==> src/bcg_pkg.sv <==
// ----------------------------------------------------------------------------
// bcg_pkg
// Shared types and constants of the brute-force candidate generator.
// ----------------------------------------------------------------------------
package bcg_pkg;

	localparam int MAX_LEN_DEF       = 16;
	localparam int CHARSET_DEPTH_DEF = 256;
	localparam int CFG_DW            = 9;
	localparam int CMD_DEPTH         = 2;
	localparam int OUT_DEPTH         = 4;

	localparam logic [8:0] SIZE_RST = 9'd1;
	localparam logic [4:0] MIN_RST  = 5'd1;
	localparam logic [4:0] MAX_RST  = 5'd8;

	typedef enum logic [1:0] {
		MODE_LOAD_CHAR  = 2'd0,
		MODE_LOAD_START = 2'd1,
		MODE_BEGIN      = 2'd2,
		MODE_NEXT       = 2'd3
	} mode_t;

	typedef enum logic [1:0] {
		CFG_CHARSET_SIZE = 2'd0,
		CFG_MIN_LENGTH   = 2'd1,
		CFG_MAX_LENGTH   = 2'd2
	} cfg_idx_t;

	typedef enum logic [2:0] {
		OP_LOAD_CHAR   = 3'd0,
		OP_LOAD_START  = 3'd1,
		OP_BEGIN       = 3'd2,
		OP_BEGIN_START = 3'd3,
		OP_NEXT        = 3'd4
	} cmd_op_t;

	typedef enum logic [2:0] {
		BK_IDLE   = 3'd0,
		BK_EMIT   = 3'd1,
		BK_ADV_RD = 3'd2,
		BK_ADV    = 3'd3,
		BK_BEGIN  = 3'd4
	} back_state_t;

	typedef struct packed {
		mode_t      mode;
		logic [7:0] index;
		logic [7:0] value;
	} req_t;

	typedef struct packed {
		logic [7:0] character;
		logic [3:0] position;
		logic [4:0] length;
		logic       last;
		logic       exhausted;
	} rsp_t;

	typedef struct packed {
		cmd_op_t    op;
		logic [7:0] index;
		logic [7:0] value;
	} cmd_t;

	typedef struct packed {
		logic [8:0] charset_size;
		logic [4:0] min_length;
		logic [4:0] max_length;
	} cfg_t;

endpackage

==> src/bcg_ram.sv <==
// ----------------------------------------------------------------------------
// bcg_ram
// Generic single-write, single-read RAM with registered read data.
// ----------------------------------------------------------------------------
module bcg_ram #(
	parameter int WIDTH = 8,
	parameter int DEPTH = bcg_pkg::CHARSET_DEPTH_DEF,
	parameter int AW    = (DEPTH > 1) ? $clog2(DEPTH) : 1
) (
	input  logic             clk,
	input  logic             we,
	input  logic [AW-1:0]    waddr,
	input  logic [WIDTH-1:0] wdata,
	input  logic [AW-1:0]    raddr,
	output logic [WIDTH-1:0] rdata
);

	logic [WIDTH-1:0] mem [DEPTH];

	always_ff @(posedge clk) begin
		if (we) begin
			mem[waddr] <= wdata;
		end
		rdata <= mem[raddr];
	end

endmodule

==> src/bcg_fifo.sv <==
// ----------------------------------------------------------------------------
// bcg_fifo
// Small register FIFO with occupancy count, used between front and back
// and as the result buffer.
// ----------------------------------------------------------------------------
module bcg_fifo #(
	parameter int WIDTH = 8,
	parameter int DEPTH = bcg_pkg::CMD_DEPTH,
	parameter int CW    = $clog2(DEPTH + 1)
) (
	input  logic             clk,
	input  logic             arst_n,
	input  logic             push,
	input  logic [WIDTH-1:0] wdata,
	input  logic             pop,
	output logic [WIDTH-1:0] rdata,
	output logic             empty,
	output logic             full,
	output logic [CW-1:0]    count
);

	localparam int PW = (DEPTH > 1) ? $clog2(DEPTH) : 1;

	logic [WIDTH-1:0] mem_q [DEPTH];
	logic [PW-1:0]    wr_q;
	logic [PW-1:0]    rd_q;
	logic [CW-1:0]    cnt_q;
	logic             do_push;
	logic             do_pop;

	function automatic logic [PW-1:0] next_ptr(input logic [PW-1:0] p);
		logic [PW-1:0] n;
		if (p == PW'(DEPTH - 1)) begin
			n = '0;
		end else begin
			n = p + 1'b1;
		end
		return n;
	endfunction

	assign empty   = (cnt_q == '0);
	assign full    = (cnt_q == CW'(DEPTH));
	assign count   = cnt_q;
	assign do_push = push && !full;
	assign do_pop  = pop && !empty;
	assign rdata   = mem_q[rd_q];

	always_ff @(posedge clk or negedge arst_n) begin
		if (!arst_n) begin
			wr_q  <= '0;
			rd_q  <= '0;
			cnt_q <= '0;
		end else begin
			if (do_push) begin
				wr_q <= next_ptr(wr_q);
			end
			if (do_pop) begin
				rd_q <= next_ptr(rd_q);
			end
			if (do_push && !do_pop) begin
				cnt_q <= cnt_q + 1'b1;
			end else if (do_pop && !do_push) begin
				cnt_q <= cnt_q - 1'b1;
			end
		end
	end

	always_ff @(posedge clk) begin
		if (do_push) begin
			mem_q[wr_q] <= wdata;
		end
	end

endmodule

==> src/bcg_front.sv <==
// ----------------------------------------------------------------------------
// bcg_front
// Input stage: takes request words, drops out-of-range loads and turns the
// rest into commands for the back end.
// ----------------------------------------------------------------------------
module bcg_front #(
	parameter int MAX_LEN       = bcg_pkg::MAX_LEN_DEF,
	parameter int CHARSET_DEPTH = bcg_pkg::CHARSET_DEPTH_DEF
) (
	input  logic          clk,
	input  logic          arst_n,
	input  logic          req_valid,
	output logic          req_ready,
	input  bcg_pkg::req_t req,
	output logic          cmd_valid,
	input  logic          cmd_ready,
	output bcg_pkg::cmd_t cmd
);

	import bcg_pkg::*;

	logic v_s1;
	cmd_t cmd_s1;
	cmd_t cmd_d;
	logic keep;

	always_comb begin
		cmd_d.index = req.index;
		cmd_d.value = req.value;
		cmd_d.op    = OP_NEXT;
		keep        = 1'b1;
		unique case (req.mode)
			MODE_LOAD_CHAR: begin
				cmd_d.op = OP_LOAD_CHAR;
				keep     = (32'(req.index) < CHARSET_DEPTH);
			end
			MODE_LOAD_START: begin
				cmd_d.op = OP_LOAD_START;
				keep     = (32'(req.index) < MAX_LEN);
			end
			MODE_BEGIN: begin
				cmd_d.op = req.value[0] ? OP_BEGIN_START : OP_BEGIN;
			end
			MODE_NEXT: begin
				cmd_d.op = OP_NEXT;
			end
		endcase
	end

	assign req_ready = !v_s1 || cmd_ready;
	assign cmd_valid = v_s1;
	assign cmd       = cmd_s1;

	always_ff @(posedge clk or negedge arst_n) begin
		if (!arst_n) begin
			v_s1 <= 1'b0;
		end else if (req_ready) begin
			v_s1 <= req_valid && keep;
		end
	end

	always_ff @(posedge clk) begin
		if (req_valid && req_ready) begin
			cmd_s1 <= cmd_d;
		end
	end

endmodule

==> src/bcg_back.sv <==
// ----------------------------------------------------------------------------
// bcg_back
// Command executor: owns the character table, the odometer digits and the
// start digits, emits candidates one character per word and advances them.
// ----------------------------------------------------------------------------
module bcg_back #(
	parameter int MAX_LEN       = bcg_pkg::MAX_LEN_DEF,
	parameter int CHARSET_DEPTH = bcg_pkg::CHARSET_DEPTH_DEF
) (
	input  logic          clk,
	input  logic          arst_n,
	input  bcg_pkg::cfg_t cfg,
	input  logic          cmd_valid,
	input  bcg_pkg::cmd_t cmd,
	output logic          cmd_pop,
	output logic          rsp_valid,
	input  logic          rsp_ready,
	output bcg_pkg::rsp_t rsp
);

	import bcg_pkg::*;

	localparam int LW  = $clog2(MAX_LEN + 2);
	localparam int LAW = (MAX_LEN > 1) ? $clog2(MAX_LEN) : 1;
	localparam int CAW = (CHARSET_DEPTH > 1) ? $clog2(CHARSET_DEPTH) : 1;
	localparam int OCW = $clog2(OUT_DEPTH + 1);

	function automatic logic [LW-1:0] eff_len(input logic [4:0] v);
		logic [LW-1:0] r;
		if (v == 5'd0) begin
			r = LW'(1);
		end else if (32'(v) > MAX_LEN) begin
			r = LW'(MAX_LEN);
		end else begin
			r = LW'(v);
		end
		return r;
	endfunction

	back_state_t state_q, state_d;

	logic [8:0]    size_eff;
	logic [LW-1:0] min_eff;
	logic [LW-1:0] max_eff;
	logic          max_lt_min;

	logic [LW-1:0]      len_q;
	logic [LW-1:0]      p_q;
	logic [LW-1:0]      k_q;
	logic [LAW-1:0]     i_q;
	logic               done_q;
	logic               ok_q;
	logic [MAX_LEN-1:0] dvalid_q;
	logic [MAX_LEN-1:0] svalid_q;

	// emit pipeline: digit read, then table read
	logic          v_s1, last_s1, dv_s1;
	logic [LW-1:0] p_s1;
	logic          v_s2, last_s2, inr_s2;
	logic [LW-1:0] p_s2;

	// start-digit copy pipeline
	logic           bv_s1, bsv_s1;
	logic [LAW-1:0] bk_s1;

	// memory ports
	logic           cs_we;
	logic [CAW-1:0] cs_waddr, cs_raddr;
	logic [7:0]     cs_wdata, cs_rdata;
	logic           dig_we;
	logic [LAW-1:0] dig_waddr, dig_raddr;
	logic [7:0]     dig_wdata, dig_rdata;
	logic           st_we;
	logic [LAW-1:0] st_waddr, st_raddr;
	logic [7:0]     st_wdata, st_rdata;

	// control
	logic          issue, b_issue;
	logic          emit_go, begin_go, begin_fin;
	logic          adv_inc, adv_clr, adv_carry;
	logic          out_push, out_full, out_empty;
	logic [OCW-1:0] out_count;
	logic [OCW:0]   occ;
	logic          credit_ok;
	rsp_t          out_wdata;
	logic [$bits(rsp_t)-1:0] out_rdata;

	logic [7:0]    d_cur, d1, sd;
	logic [8:0]    d_next;
	logic [LW-1:0] nlen;
	logic          len_over;

	always_comb begin
		if (cfg.charset_size == 9'd0) begin
			size_eff = 9'd1;
		end else if (32'(cfg.charset_size) > CHARSET_DEPTH) begin
			size_eff = 9'(CHARSET_DEPTH);
		end else begin
			size_eff = cfg.charset_size;
		end
	end

	assign min_eff    = eff_len(cfg.min_length);
	assign max_eff    = eff_len(cfg.max_length);
	assign max_lt_min = (max_eff < min_eff);

	assign d_cur    = dvalid_q[i_q] ? dig_rdata : 8'd0;
	assign d_next   = {1'b0, d_cur} + 9'd1;
	assign d1       = dv_s1 ? dig_rdata : 8'd0;
	assign cs_raddr = CAW'(d1);
	assign sd       = bsv_s1 ? st_rdata : 8'd0;
	assign nlen     = len_q + 1'b1;
	assign len_over = (nlen > max_eff) || (32'(nlen) > MAX_LEN);

	// words in the result buffer plus those still in the read pipeline
	assign occ       = {1'b0, out_count} + (OCW + 1)'(v_s1) + (OCW + 1)'(v_s2);
	assign credit_ok = (occ < (OCW + 1)'(OUT_DEPTH));

	assign b_issue = (state_q == BK_BEGIN) && (k_q != len_q);

	always_ff @(posedge clk or negedge arst_n) begin
		if (!arst_n) begin
			state_q <= BK_IDLE;
		end else begin
			state_q <= state_d;
		end
	end

	always_comb begin
		state_d   = state_q;
		cmd_pop   = 1'b0;
		issue     = 1'b0;
		emit_go   = 1'b0;
		begin_go  = 1'b0;
		begin_fin = 1'b0;
		adv_inc   = 1'b0;
		adv_clr   = 1'b0;
		adv_carry = 1'b0;
		out_push  = 1'b0;
		out_wdata = '0;
		cs_we     = 1'b0;
		cs_waddr  = CAW'(cmd.index);
		cs_wdata  = cmd.value;
		st_we     = 1'b0;
		st_waddr  = LAW'(cmd.index);
		st_wdata  = cmd.value;
		st_raddr  = LAW'(k_q);
		dig_we    = 1'b0;
		dig_waddr = i_q;
		dig_wdata = 8'd0;
		dig_raddr = LAW'(p_q);

		unique case (state_q)
			BK_IDLE: begin
				if (cmd_valid) begin
					unique case (cmd.op) inside
						OP_LOAD_CHAR: begin
							cs_we   = 1'b1;
							cmd_pop = 1'b1;
						end
						OP_LOAD_START: begin
							st_we   = 1'b1;
							cmd_pop = 1'b1;
						end
						OP_BEGIN, OP_BEGIN_START: begin
							begin_go = 1'b1;
							cmd_pop  = 1'b1;
							if (!max_lt_min && (cmd.op == OP_BEGIN_START)) begin
								state_d = BK_BEGIN;
							end
						end
						OP_NEXT: begin
							if (done_q) begin
								if (!out_full) begin
									out_push            = 1'b1;
									out_wdata.last      = 1'b1;
									out_wdata.exhausted = 1'b1;
									cmd_pop             = 1'b1;
								end
							end else begin
								emit_go = 1'b1;
								cmd_pop = 1'b1;
								state_d = BK_EMIT;
							end
						end
						default: begin
							cmd_pop = 1'b1;
						end
					endcase
				end
			end
			BK_EMIT: begin
				if (p_q != len_q) begin
					issue = credit_ok;
				end else if (!v_s1 && !v_s2) begin
					state_d = BK_ADV_RD;
				end
			end
			BK_ADV_RD: begin
				dig_raddr = LAW'(len_q - 1'b1);
				state_d   = BK_ADV;
			end
			BK_ADV: begin
				// read the next digit to the left while this one settles
				dig_raddr = i_q - 1'b1;
				if (d_next < size_eff) begin
					dig_we    = 1'b1;
					dig_wdata = d_next[7:0];
					adv_inc   = 1'b1;
					state_d   = BK_IDLE;
				end else begin
					adv_clr = 1'b1;
					if (i_q == '0) begin
						adv_carry = 1'b1;
						state_d   = BK_IDLE;
					end
				end
			end
			BK_BEGIN: begin
				if (bv_s1) begin
					dig_we    = 1'b1;
					dig_waddr = bk_s1;
					dig_wdata = sd;
				end
				if ((k_q == len_q) && !bv_s1) begin
					begin_fin = 1'b1;
					state_d   = BK_IDLE;
				end
			end
			default: begin
				state_d = BK_IDLE;
			end
		endcase

		if (v_s2) begin
			out_push            = 1'b1;
			out_wdata.character = inr_s2 ? cs_rdata : 8'd0;
			out_wdata.position  = 4'(p_s2);
			out_wdata.length    = 5'(len_q);
			out_wdata.last      = last_s2;
			out_wdata.exhausted = 1'b0;
		end
	end

	always_ff @(posedge clk or negedge arst_n) begin
		if (!arst_n) begin
			len_q    <= LW'(1);
			done_q   <= 1'b1;
			p_q      <= '0;
			k_q      <= '0;
			i_q      <= '0;
			ok_q     <= 1'b0;
			dvalid_q <= '0;
			svalid_q <= '0;
			v_s1     <= 1'b0;
			v_s2     <= 1'b0;
			bv_s1    <= 1'b0;
		end else begin
			v_s1  <= issue;
			v_s2  <= v_s1;
			bv_s1 <= b_issue;

			if (st_we) begin
				svalid_q[st_waddr] <= 1'b1;
			end

			if (begin_go) begin
				len_q    <= min_eff;
				done_q   <= max_lt_min;
				dvalid_q <= '0;
				k_q      <= '0;
				ok_q     <= 1'b1;
			end

			if (emit_go) begin
				p_q <= '0;
			end else if (issue) begin
				p_q <= p_q + 1'b1;
			end

			if (b_issue) begin
				k_q <= k_q + 1'b1;
			end
			if (bv_s1) begin
				dvalid_q[bk_s1] <= 1'b1;
				if ({1'b0, sd} >= size_eff) begin
					ok_q <= 1'b0;
				end
			end
			// a bad start digit anywhere means the run starts from zeros
			if (begin_fin && !ok_q) begin
				dvalid_q <= '0;
			end

			if (state_q == BK_ADV_RD) begin
				i_q <= LAW'(len_q - 1'b1);
			end else if ((state_q == BK_ADV) && adv_clr) begin
				i_q <= i_q - 1'b1;
			end
			if (adv_inc) begin
				dvalid_q[i_q] <= 1'b1;
			end
			if (adv_clr) begin
				dvalid_q[i_q] <= 1'b0;
			end
			if (adv_carry) begin
				dvalid_q <= '0;
				if (len_over) begin
					done_q <= 1'b1;
					len_q  <= max_eff;
				end else begin
					len_q <= nlen;
				end
			end
		end
	end

	always_ff @(posedge clk) begin
		if (issue) begin
			p_s1    <= p_q;
			last_s1 <= (p_q == (len_q - 1'b1));
			dv_s1   <= dvalid_q[LAW'(p_q)];
		end
		p_s2    <= p_s1;
		last_s2 <= last_s1;
		inr_s2  <= (32'(d1) < CHARSET_DEPTH);
		bk_s1   <= LAW'(k_q);
		bsv_s1  <= svalid_q[LAW'(k_q)];
	end

	bcg_ram #(
		.WIDTH(8),
		.DEPTH(CHARSET_DEPTH)
	) u_charset (
		.clk  (clk),
		.we   (cs_we),
		.waddr(cs_waddr),
		.wdata(cs_wdata),
		.raddr(cs_raddr),
		.rdata(cs_rdata)
	);

	bcg_ram #(
		.WIDTH(8),
		.DEPTH(MAX_LEN)
	) u_digits (
		.clk  (clk),
		.we   (dig_we),
		.waddr(dig_waddr),
		.wdata(dig_wdata),
		.raddr(dig_raddr),
		.rdata(dig_rdata)
	);

	bcg_ram #(
		.WIDTH(8),
		.DEPTH(MAX_LEN)
	) u_start (
		.clk  (clk),
		.we   (st_we),
		.waddr(st_waddr),
		.wdata(st_wdata),
		.raddr(st_raddr),
		.rdata(st_rdata)
	);

	bcg_fifo #(
		.WIDTH($bits(rsp_t)),
		.DEPTH(OUT_DEPTH)
	) u_out (
		.clk   (clk),
		.arst_n(arst_n),
		.push  (out_push),
		.wdata (out_wdata),
		.pop   (rsp_valid && rsp_ready),
		.rdata (out_rdata),
		.empty (out_empty),
		.full  (out_full),
		.count (out_count)
	);

	assign rsp_valid = !out_empty;
	assign rsp       = out_rdata;

	a_len_range: assert property (@(posedge clk) disable iff (!arst_n)
		(len_q != '0) && (32'(len_q) <= MAX_LEN))
		else $error("candidate length out of range");

	a_no_overrun: assert property (@(posedge clk) disable iff (!arst_n)
		out_push |-> !out_full)
		else $error("result buffer overrun");

	a_emit_live: assert property (@(posedge clk) disable iff (!arst_n)
		(state_q == BK_EMIT) |-> !done_q)
		else $error("emitting while run is exhausted");

	a_pipe_order: assert property (@(posedge clk) disable iff (!arst_n)
		v_s2 |-> $past(v_s1))
		else $error("table read without digit read");

	a_pipe_drained: assert property (@(posedge clk) disable iff (!arst_n)
		(state_q != BK_EMIT) |-> !v_s1)
		else $error("emit pipeline busy outside emit");

endmodule

==> src/bruteforce_candidate_generator.sv <==
// ----------------------------------------------------------------------------
// bruteforce_candidate_generator
// Enumerates all strings over a loaded character set between two lengths.
// ----------------------------------------------------------------------------
// A request word is registered and classified by the front end, then queued
// (two entries) for the back end, which executes loads, run starts and next
// requests in order and places results in a four-word buffer. A next request
// emits its candidate one character per cycle while the result buffer has
// room, behind two registered RAM reads, digit store then character table;
// the advance that follows walks the single read port of the digit store one
// position per cycle as the carry runs through the digits. Configuration
// writes apply immediately and are meant for idle periods only.
module bruteforce_candidate_generator #(
	parameter int MAX_LEN       = bcg_pkg::MAX_LEN_DEF,
	parameter int CHARSET_DEPTH = bcg_pkg::CHARSET_DEPTH_DEF
) (
	input  logic                      clk,
	input  logic                      arst_n,
	input  logic                      req_valid,
	output logic                      req_ready,
	input  bcg_pkg::req_t             req,
	output logic                      rsp_valid,
	input  logic                      rsp_ready,
	output bcg_pkg::rsp_t             rsp,
	input  logic                      cfg_we,
	input  logic [1:0]                cfg_index,
	input  logic [bcg_pkg::CFG_DW-1:0] cfg_data
);

	import bcg_pkg::*;

	cfg_t cfg_q;
	logic front_valid;
	cmd_t front_cmd;
	logic q_full;
	logic q_empty;
	logic q_pop;
	logic [$bits(cmd_t)-1:0] q_rdata;
	cmd_t q_cmd;

	always_ff @(posedge clk or negedge arst_n) begin
		if (!arst_n) begin
			cfg_q.charset_size <= SIZE_RST;
			cfg_q.min_length   <= MIN_RST;
			cfg_q.max_length   <= MAX_RST;
		end else if (cfg_we) begin
			unique case (cfg_index)
				CFG_CHARSET_SIZE: cfg_q.charset_size <= cfg_data;
				CFG_MIN_LENGTH:   cfg_q.min_length   <= cfg_data[4:0];
				CFG_MAX_LENGTH:   cfg_q.max_length   <= cfg_data[4:0];
				default: begin
				end
			endcase
		end
	end

	bcg_front #(
		.MAX_LEN      (MAX_LEN),
		.CHARSET_DEPTH(CHARSET_DEPTH)
	) u_front (
		.clk      (clk),
		.arst_n   (arst_n),
		.req_valid(req_valid),
		.req_ready(req_ready),
		.req      (req),
		.cmd_valid(front_valid),
		.cmd_ready(!q_full),
		.cmd      (front_cmd)
	);

	bcg_fifo #(
		.WIDTH($bits(cmd_t)),
		.DEPTH(CMD_DEPTH)
	) u_cmdq (
		.clk   (clk),
		.arst_n(arst_n),
		.push  (front_valid && !q_full),
		.wdata (front_cmd),
		.pop   (q_pop),
		.rdata (q_rdata),
		.empty (q_empty),
		.full  (q_full),
		.count ()
	);

	assign q_cmd = q_rdata;

	bcg_back #(
		.MAX_LEN      (MAX_LEN),
		.CHARSET_DEPTH(CHARSET_DEPTH)
	) u_back (
		.clk      (clk),
		.arst_n   (arst_n),
		.cfg      (cfg_q),
		.cmd_valid(!q_empty),
		.cmd      (q_cmd),
		.cmd_pop  (q_pop),
		.rsp_valid(rsp_valid),
		.rsp_ready(rsp_ready),
		.rsp      (rsp)
	);

endmodule

==> config.mk <==
export PLATFORM = sky130hd
export DESIGN_NAME = bruteforce_candidate_generator
export DESIGN_NICKNAME = d
export VERILOG_FILES = /design/src/bcg_pkg.sv /design/src/bcg_ram.sv /design/src/bcg_fifo.sv /design/src/bcg_front.sv /design/src/bcg_back.sv /design/src/bruteforce_candidate_generator.sv
export SDC_FILE = /design/constraint.sdc
export NUM_CORES = 2
export LEC_CHECK = 0
export BUFFER_PORTS_ARGS = -buffer_cell sky130_fd_sc_hd__buf_2
export CORE_UTILIZATION = 48
export CTS_CLUSTER_DIAMETER = 60
export DETAILED_ROUTE_END_ITERATION = 8
export PLACE_DENSITY = 0.65
export SLEW_MARGIN = 10
export SYNTH_ARGS = -nofsm -noshare
export SYNTH_HDL_FRONTEND = slang
export SYNTH_HIERARCHICAL = 1
export SYNTH_SLANG_ARGS = --single-unit
==> constraint.sdc <==
create_clock -name clk -period 5 [get_ports clk]
set_clock_uncertainty 0.1 [all_clocks]
set_input_delay 0.75 -clock clk [delete_from_list [all_inputs] [get_ports clk]]
set_output_delay 0.75 -clock clk [all_outputs]
set_load 0.02 [all_outputs]
==> reports/metrics.cfg <==
[run_status]
status=complete, no violations

[drt]
detail-route-antenna-nets=0
wl_per_cell_um=29.0
wl_met2_um=119000
dr.pass1.iters=5
wl_met1_um=100000
wl_um=245000
vias=51600
routed_via_density=6.10
drt_first_iter_violations=5794
highest_layer=met5
dr_wl_met3_um=18200
drc_errors=0

[logic_synthesis]
ys_seq_area_share_pct=75.2
muxShareOfSynthArea_pct=14.4
synth_top_area_share_pct=72.3
synth_top_family_by_area=multiplexers
ys.flop_type=edfxtp_1
synth_top_area_cell=edfxtp_1
synth_fa_ha_area_share_pct=0.538
synth_xor_xnor_area_share_pct=0.380
yosysWarnings=6
synthesis.instances=5098
synth.area.top_cells=edfxtp_1 72%, mux4_2 12%, dfrtp_1 2.1%
synth_fp_nets=5175
synth_area_um2=101000
avgSynthCellArea_um2=19.9
synth-compound-area-share_pct=3.80
synthSimpleGateAreaFrac_pct=3.74
ys_types=83
synth-seq-cells=2567
async_flop_share_pct=3.51
synth_edf_count=2443

[cts]
clock_latency_ns=0.92
cts_tree=yes
cts_setup_buffers=0
clkSlewWorstSetupHoldPaths_ns=0.06
cts_buffers=283
cts_root_buf=clkbuf_16
clock_path_buffers=4
htree_levels=5
cts.sinks=2567

[setup_path]
crit_path_top_delay_cell=or3b_2
rr_startpoint=u_back/i_q[0]$_DFFE_PN0P_
crit_buf_inv=1
path_cells=mux4_2 -> mux2i_1 -> mux2_4 -> nor2b_2 -> ha_1 -> nand2_1 -> nor2_1 -> xnor2_1 -> nor2_1 -> ha_1 -> nor3_1 -> o21ai_0 -> a221oi_2 -> o21ai_2 -> or2_2 -> nand2_1 -> or3b_2 -> nor2_1 -> buf_4
worstSetupPathType=reg -> reg
crit_required_ns=5.50
end_kind=flop
cp_num_cells=19
reg2reg_slack_ns=0.30
critPathTopFamily=simple AND/OR/NAND/NOR gates
crit_top_cell=nor2_1
r2r_cells=19
crit_arrival_ns=5.20
start_kind=flop
critical_path_peak_fanout=8
r2r-end=u_back/u_digits/mem[2][3]$_DFFE_PP_
cp_slowest_stage_delay_ns=0.55

[floorplan]
die-height_um=462
boundaryPins=55
core_um2=210000
die_w_um=462
initial_utilization_pct=48.4
core.rowCount=168
dieArea_um2=213000

[final_layout]
n_fill_cell=16000
area_growth_pct=13.5
final_layout_size_suffix_gt1_share_pct=23.6
final_nets=5532

[sta]
rsz0062_at_grt=false
finalHoldViolCount=0
post-route-period-util_pct=93.9
setup_viol=0
timing.slew.headroom_pct=28.8
fin_ws_ns=0.303
fin_hold_ws_ns=0.0546
period_needed_ns=4.70
fmax_mhz=213
maxSlewViolCount=0
worstMarginPinSlew_ns=1.06

[placed_design]
port_buffers=54
hpwl_um=152000
gp_congestion=0.875
dp_slack_ns=0.0743

[power]
irDropWorstVdd_mv=0.467
p_leak_uw=0.0367
p_per_area_nw_per_um2=568
power.total_uw=65400

[hold_path]
worstHoldEndpoint=cfg_q[6]$_DFFE_PN0P_
hold_path.class=in -> reg
hold_path_depth=2
hp-start=cfg_data[1]

[global_route]
grt_pass1_wl_um=358000
antenna_found_initial=11
overflow=0
grt_max_degree=139
grt_pass1_vias=51700
grt_usage_pct=23.1

[run]
drv_cap=0

## what timing repair did
| item | 4_1_cts | 5_1_grt |
|---|---|---|
| hold endpoints to repair | 82 | 0 |
| gates resized for setup | 0 | 5 |
| hold buffers | 25 | 0 |
| setup endpoints to repair | 0 | 121 |
## worst max path at each step
stage | from | to | slack, ns
after detailed placement | u_back/i_q[0]$_DFFE_PN0P_ | u_back/u_digits/mem[0][2]$_DFFE_PP_ | 0.07
after floorplan | u_back/i_q[0]$_DFFE_PN0P_ | u_back/u_digits/mem[2][0]$_DFFE_PP_ | -0.05
after global placement | u_back/i_q[0]$_DFFE_PN0P_ | u_back/u_digits/mem[2][2]$_DFFE_PP_ | 0.12
final | u_back/i_q[0]$_DFFE_PN0P_ | u_back/u_digits/mem[2][3]$_DFFE_PP_ | 0.30
after global routing | u_back/i_q[0]$_DFFE_PN0P_ | u_back/u_digits/mem[0][2]$_DFFE_PP_ | 0.02
after CTS | u_back/i_q[0]$_DFFE_PN0P_ | u_back/u_digits/mem[0][2]$_DFFE_PP_ | 0.04
## cells in the final DEF, fill, tap and decap left out, types with 26 or more instances in the layout
cell       count
edfxtp_1    2443
mux4_2       523
nor2_1       356
clkbuf_16    289
buf_4        262
a22oi_1      177
mux2i_1      148
nand2_1      140
a21oi_1      115
dfrtp_1       83
clkbuf_1      65
nand3_1       62
buf_2         53
clkinv_1      47
o221ai_1      47
nor3_1        43
ha_1          42
o21ai_0       41
nor2b_1       40
and2_1        35
dfxtp_1       34
o22ai_1       33
inv_1         31
clkinv_2      31
mux4_1        30
mux2_2        28
nor4_1        28
buf_12        26
## area by class of cell
cell class                      count  area, um2  area share [%]
Multi-Input combinational cell   2203      23500            20.4
Timing Repair Buffer              366       3000            2.61
Clock inverter                    115       1110           0.967
Inverter                           34        128           0.111
Antenna cell                        3       7.51         0.00652
Clock buffer                      362       7590            6.59
Sequential cell                  2567      76300            66.3
Tap cell                         2805       3510            3.05
## per-layer routing
metal  GRT usage [%]  vias up
met5               0        -
met4            7.70        6
met3            3.63      456
met1            32.8    27200
met2            36.8     2230
li1                -    21700
## report_power, final
part | leakage (uW) | internal (uW) | switching (uW) | total [uW]
Clock | 0.00425 | 11800 | 8040 | 19800
Combinational | 0.00877 | 6440 | 11700 | 18200
Sequential | 0.0236 | 26700 | 661 | 27400
## flip-flops by register name, summed over array words and instances, names as in the netlist, 8 cells and up
register	cells
u_back/u_charset/mem	2048
u_back/u_digits/mem	128
u_back/u_start/mem	128
u_back/u_out/mem_q	76
u_cmdq/mem_q	38
cfg_q	19
u_front/cmd	19
u_back/dvalid_q	16
u_back/svalid_q	16
u_back/u_charset/rdata	8
u_back/u_digits/rdata	8
u_back/u_start/rdata	8
## kinds of logic after synthesis
family	Yosys count
buf+inv	328
xor+xnor	44
simple gates	814
compound gates	550
fa+ha+maj	43
flops	2567
mux	752
## cell usage after synthesis, types with 9 or more instances
master,instances
a211oi_1,19
a21o_1,12
a21oi_1,115
a221oi_1,14
a22o_1,9
a22oi_1,177
a31oi_1,9
and2_1,40
buf_1,23
buf_2,49
buf_4,34
buf_6,29
buf_8,13
clkbuf_1,132
dfrtp_1,85
dfxtp_1,34
edfxtp_1,2443
ha_1,42
inv_1,31
mux2_1,20
mux2_2,29
mux2i_1,148
mux4_1,30
mux4_2,523
nand2_1,140
nand2b_1,25
nand3_1,62
nand3b_1,13
nand4_1,15
nor2_1,360
nor2b_1,44
nor3_1,44
nor4_1,29
o211ai_1,13
o21ai_0,43
o221ai_1,47
o22ai_1,33
or2_2,12
xnor2_1,25
xor2_1,19
## per-stage QoR
stage	TNS, ns	std cells	area [um2]	util (%)
final	0	8455	115000	54.9
after global routing	0	8453	115000	54.9
after CTS	0	8452	115000	54.9
after detailed placement	0	7950	106000	50.6
after global placement	0	7950	106000	50.6
after floorplan	-1.12	5098	101000	-
Note: power is estimated with default switching activity, not from simulation.
